===== src/vtd_pkg.sv =====
`timescale 1ns / 1ps
// ----------------------------------------------------------------------------
// vtd_pkg
// Shared types and constants for the vertex transform and divide core.
// ----------------------------------------------------------------------------
package vtd_pkg;

  localparam logic KIND_VERTEX = 1'b0;
  localparam logic KIND_LOAD   = 1'b1;

  localparam int NUM_COEF = 16;

  localparam logic signed [63:0] S32_MAX = 64'sh0000_0000_7FFF_FFFF;
  localparam logic signed [63:0] S32_MIN = -64'sh0000_0000_8000_0000;

  typedef struct packed {
    logic               kind;
    logic [3:0]         coef_index;
    logic signed [31:0] coef_value;
    logic signed [31:0] px;
    logic signed [31:0] py;
    logic signed [31:0] pz;
  } vtd_in_t;

  typedef struct packed {
    logic signed [31:0] ox;
    logic signed [31:0] oy;
    logic signed [31:0] oz;
    logic               w_was_zero;
    logic               saturated;
  } vtd_out_t;

  // scaled products (index row*4+column, rows 0..2) and the translation row
  typedef struct packed {
    logic [11:0][63:0] prod;
    logic [3:0][31:0]  trans;
  } vtd_work_t;

  // handshake pair between front and queue, queue and back
  typedef struct packed {
    logic valid;
    logic ready;
  } vtd_hs_t;

endpackage


===== src/vtd_fifo.sv =====
`timescale 1ns / 1ps
// ----------------------------------------------------------------------------
// vtd_fifo
// Two-entry queue between the front and the back.
// ----------------------------------------------------------------------------
module vtd_fifo
  import vtd_pkg::*;
(
  input  logic      clk,
  input  logic      rst_n,
  input  logic      push_valid,
  output logic      push_ready,
  input  vtd_work_t push_data,
  output logic      pop_valid,
  input  logic      pop_ready,
  output vtd_work_t pop_data
);

  vtd_work_t  mem [2];
  logic       wr_ptr_r;
  logic       rd_ptr_r;
  logic [1:0] cnt_r;
  logic       do_push;
  logic       do_pop;

  assign push_ready = cnt_r != 2'd2;
  assign pop_valid  = cnt_r != 2'd0;
  assign pop_data   = mem[rd_ptr_r];
  assign do_push    = push_valid && push_ready;
  assign do_pop     = pop_valid && pop_ready;

  // storage
  always_ff @(posedge clk) begin
    if (do_push) mem[wr_ptr_r] <= push_data;
  end

  // pointers and fill count
  always_ff @(posedge clk) begin
    if (!rst_n) begin
      wr_ptr_r <= 1'b0;
      rd_ptr_r <= 1'b0;
      cnt_r    <= 2'd0;
    end else begin
      if (do_push) wr_ptr_r <= !wr_ptr_r;
      if (do_pop)  rd_ptr_r <= !rd_ptr_r;
      cnt_r <= cnt_r + 2'(do_push) - 2'(do_pop);
    end
  end

endmodule


===== config.mk =====
export PLATFORM = sky130hd
export DESIGN_NAME = vtd_fifo
export DESIGN_NICKNAME = d
export VERILOG_FILES = /design/src/vtd_pkg.sv /design/src/vtd_fifo.sv
export SDC_FILE = /design/constraint.sdc
export NUM_CORES = 1
export LEC_CHECK = 0
export BUFFER_PORTS_ARGS = -buffer_cell sky130_fd_sc_hd__buf_2
export CORE_AREA = 5 5 705 707
export CTS_CLUSTER_SIZE = 16
export DETAILED_ROUTE_END_ITERATION = 10
export DIE_AREA = 0 0 710 712
export PLACE_DENSITY = 0.3
export SETUP_SLACK_MARGIN = 0.02
export SYNTH_ARGS = -nofsm -noshare
export SYNTH_HDL_FRONTEND = slang
export SYNTH_SLANG_ARGS = --single-unit

===== constraint.sdc =====
create_clock -name clk -period 87.6 [get_ports clk]
set_clock_uncertainty 0.1 [all_clocks]
set_input_delay 26.28 -clock clk [delete_from_list [all_inputs] [get_ports clk]]
set_output_delay 26.28 -clock clk [all_outputs]
set_load 0.01 [all_outputs]

### Word-level counts from Yosys, hierarchy flattened

Memories as Yosys holds them, arrays and structs flattened. A register that Yosys moved wholly into a read port is not among the register bits.
Cells that the tools add are included.

* bits in registers: 4
* logic and storage cells: 16
* input bits: 900
* memories kept: 1
* output and inout port bits: 898
* bits in writable memories: 1792

Memory list
* mem: words 2, width 896, read ports 1, clocked after memory_dff 1, write ports 1, RTL line vtd_fifo.sv:19 `vtd_work_t mem [2];`

* reduce and logical (&&, ||, !) cells: 5
* mux-type cells: 4
* equal/unequal tests: 1
* $add $sub $neg: 2

Operators by type and width (number)
* $mux W1: 4
* $add A2 B1 Y2: 1
* $logic_and A1 B1 Y1: 2
* $logic_not A1 Y1: 2
* $ne A2 B2 Y1 const B: 1
* $reduce_bool A2 Y1: 1
* $sub A2 B1 Y2: 1

### Logic depth before layout (Yosys ltp)

* depth after elaboration: 4
* depth in mapped cells: 6
* gate-level depth less buffers: 6

### Worst setup path before layout

OpenSTA, ideal clock, no wires.

* path kind: input port to flip-flop
* from: input push_valid
* to: memory mem[1][0] (netlist name), enable pin
* data required time: 86.110 ns
* library setup time: 1.390 ns
* slack: 39.527 ns
* arrival time: 46.583 ns
* stages: 1
* buffers on the path: 0
* cell sequence: and3_1

* word-level cells in the longest chain between the ends: 3

Ends and longest elaborated chain
* start, declared: RTL line vtd_fifo.sv:11 `input logic push_valid,`
* $logic_and A1 B1 Y1: RTL line vtd_fifo.sv:29 `assign do_push = push_valid && push_ready;`
* $mux W1: RTL line vtd_fifo.sv:34 `if (do_push) mem[wr_ptr_r] <= push_data;`
* $mux W1 (not written as such): RTL line vtd_fifo.sv:34
* end, declared: RTL line vtd_fifo.sv:19

Every way passes these cells.

==> parameters.txt <==
Parameter                              Value

Outcome
  Run status ... finished, final reports clean

Timing
  Fin crit period ... 31.97 ns
  Highest clock frequency the design can meet ... 31.3 MHz
  Final total negative setup slack ... 0 ns
  Slew Viols, Final ... 0
  Relative slew slack ... 0.194
  Share of the clock period used by the worst path after layout ... 0.365
  Tightest Pin Transition ... 1.21 ns
  Hold violation total from the final report ... 0
  RSZ-0062 raised after global routing ... false
  Count of final setup violators ... 0

Place
  RD Place Congestion ... 0.836
  Cell count after placement ... 11000
  Count of input and output buffers ... 1797
  Placed wire-length estimate after detailed placement ... 273000 um

Clock network
  Hold buffers post-CTS ... 0
  Max clock buf depth ... 4
  Clock latency of the later-clocked register in the worst-skew pair ... 0.93 ns
  Clock transition at the register clock pins on the worst setup and hold paths after CTS ... 0.06 ns
  CTS-repair resized insts ... 0
  CTS tree ... done
  TritonCTS buffer count ... 228
  Clk sink count ... 1797
  Buffers inserted during post-CTS setup optimization ... 0
  Clock root buffer ... clkbuf_16
  Depth of the CTS H-tree ... 4

Floorplan
  Die X ... 710 um
  Full die area ... 506000 um2
  Initial core utilization ... 0.136
  Vertical die dimension ... 712 um
  I/O pin count ... 1798
  Number of placement rows ... 257
  Placeable Area ... 489000 um2

GRT
  Antenna violations before repair ... 429
  Overall fraction of global-route tracks in use ... 0.128
  Vias in the first global route ... 38300
  Maximum number of pins on one net before global-route repair ... 133
  Global-route wire length before repair ... 424000 um
  Grt total ovfl ... 0

Logic synthesis
  Cell count after synthesis ... 2818
  Number of synthesized flops with an enable pin ... 1792
  Distinct cell type count of the synthesized netlist ... 25
  Sequential-to-total area share from yosys stat ... 0.809
  Flip-flop cell with the highest count after synthesis ... edfxtp_1
  Count of synthesis-stage warnings from yosys ... 0
  Cell area after technology mapping ... 66600 um2
  Leading post-synthesis cells by cell area ... edfxtp_1 (81%), mux2_4 (9.9%), mux2_2 (7.7%)
  Net count of the mapped netlist ... 3719
  Post-synthesis cell type with the largest combined area ... edfxtp_1
  Avg Synthesized Cell Area ... 23.6 um2
  Synth Register Bits ... 1797
  Proportion of register bits with asynchronous set or reset after synthesis ... 0
  Top cell type's share of synthesized area ... 0.808

Pwr
  Power Dens Cells ... 28.3 nW/um2
  Worst voltage drop across the vdd grid ... 0.0155 mV
  Leakage ... 32.5 nW

Drt
  Ratio of routed vias to standard cells ... 3.23
  Remaining antenna violation count after routing ... 0
  Routed vias ... 37100
  Post-detailed-route wirelength per cell ... 29.6 um
  Pre-Repair DR Iteration Count ... 5
  DR iter-0 viols ... 1993
  Total detailed-routing wirelength ... 340000 um
  Final routed DRC violation total ... 0

Setup path
  Req. time, crit path ... 61.22 ns
  CP startpoint kind ... register
  Sort of element at the end of the critical path ... primary output
  Worst Path Class, Setup ... reg -> out
  Data arrival at the endpoint of the critical path ... 5.59 ns
  Number of cells on the worst reg-to-reg path ... 6
  Largest fanout of any net on the critical path ... 105

Final layout
  Count of nets after finishing ... 5687
  Layout overhead on the synthesized area ... 36.2%
  Layout cell share with drive strength beyond 1 ... 0.615
  Non-filler cells, final ... 11500

Hold path
  Cells on Worst Hold Path ... 2
  Worst min-delay path category ... reg -> reg

Flow run
  Number of maximum-capacitance violations ... 0
## state kept, by name, summed over array words and instances (netlist names), named ones only
| name | flops |
|---|---|
| cnt_r | 2 |
| wr_ptr_r | 1 |
| mem | 1792 |
| rd_ptr_r | 1 |
## layer usage
layer	share of wire	GRT usage	vias to the layer above
li1	-	-	15400
met1	0.34	0.131	18600
met2	0.52	0.244	1961
met3	0.10	0.0529	1016
met4	0.030	0.0232	160
met5	0.0031	0	-
## cells in the mapped netlist (all sizes together) (2+ instances only)
| cell | n |
|---|---|
| and3 | 2 |
| buf | 100 |
| dfxtp | 5 |
| edfxtp | 1792 |
| inv | 2 |
| mux2 | 896 |
| nor2 | 4 |
| o21ai | 2 |
## worst paths after layout
path                         startpoint               endpoint  slack (ns)
hold reg to reg   rd_ptr_r$_SDFFE_PN0P_  rd_ptr_r$_SDFFE_PN0P_        0.42
setup reg to reg    cnt_r[0]$_SDFF_PN0_  mem[1][685]$_DFFE_PP_       82.16
hold / removal    rd_ptr_r$_SDFFE_PN0P_  rd_ptr_r$_SDFFE_PN0P_        0.42
setup / recovery               register           pop_data[76]       55.63
## per-stage QoR
step                      cell area (um2)  hold slack (ns)  total power [mW]  worst slack (ns)  utilization
after global placement              83300            0.394              1.68             56.49        0.170
after global routing                90600            0.487              2.69             55.24        0.185
after CTS                           90600            0.419              2.64             55.31        0.185
final                               90700            0.415              2.57             55.63        0.185
after floorplan                     66600            0.372              1.47             39.53            -
after detailed placement            83300            0.405              1.68             56.40        0.170
## where the power goes
| group | internal [mW] | switching (mW) | leakage [nW] | total [mW] |
|---|---|---|---|---|
| registers | 1.05 | 0.0217 | 16.8 | 1.07 |
| clock network | 0.543 | 0.383 | 3.52 | 0.926 |
| logic | 0.229 | 0.343 | 12.2 | 0.573 |
## cell families after synthesis
kind of cell    after synthesis  share of synthesized area
compound gates                6                   0.000657
xor+xnor                      1                   0.000131
mux                         896                      0.176
fa+ha+maj                     1                   0.000188
simple gates                 15                    0.00130
flops                      1797                      0.809
buf+inv                     102                     0.0123
## worst max-delay path, stage by stage, from the launching register on
cell and delay, ns:
dfxtp_4 0.79, buf_12 0.56, buf_4 0.66, buf_4 0.90, buf_4 0.72, mux2_2 0.41
buf_2 0.14
## cell usage in the layout, fill, tap and decap left out, types with 2 or more instances in the layout
cell type,instances
clkinv_1,50
mux2_4,440
clkinvlp_4,10
mux2_2,456
dfxtp_1,4
buf_12,7
clkbuf_16,231
clkbuf_1,48
diode_2,53
clkinv_4,4
edfxtp_1,1792
bufinv_16,21
nor2_1,4
buf_4,34
clkinv_16,4
inv_6,5
o21ai_0,2
clkinv_2,38
buf_2,1797
## layout make-up
cell class | instances | area, um2
multi-input cells | 919 | 11900
repair buffers | 1838 | 9390
fillers | 52800 | 398000
clock inverters | 133 | 1300
well taps | 6475 | 8100
inverters | 2 | 15.0
clock buffers | 279 | 5960
diodes | 53 | 133
flip-flops and latches | 1797 | 53900
Power figures use the tool's default switching activity.
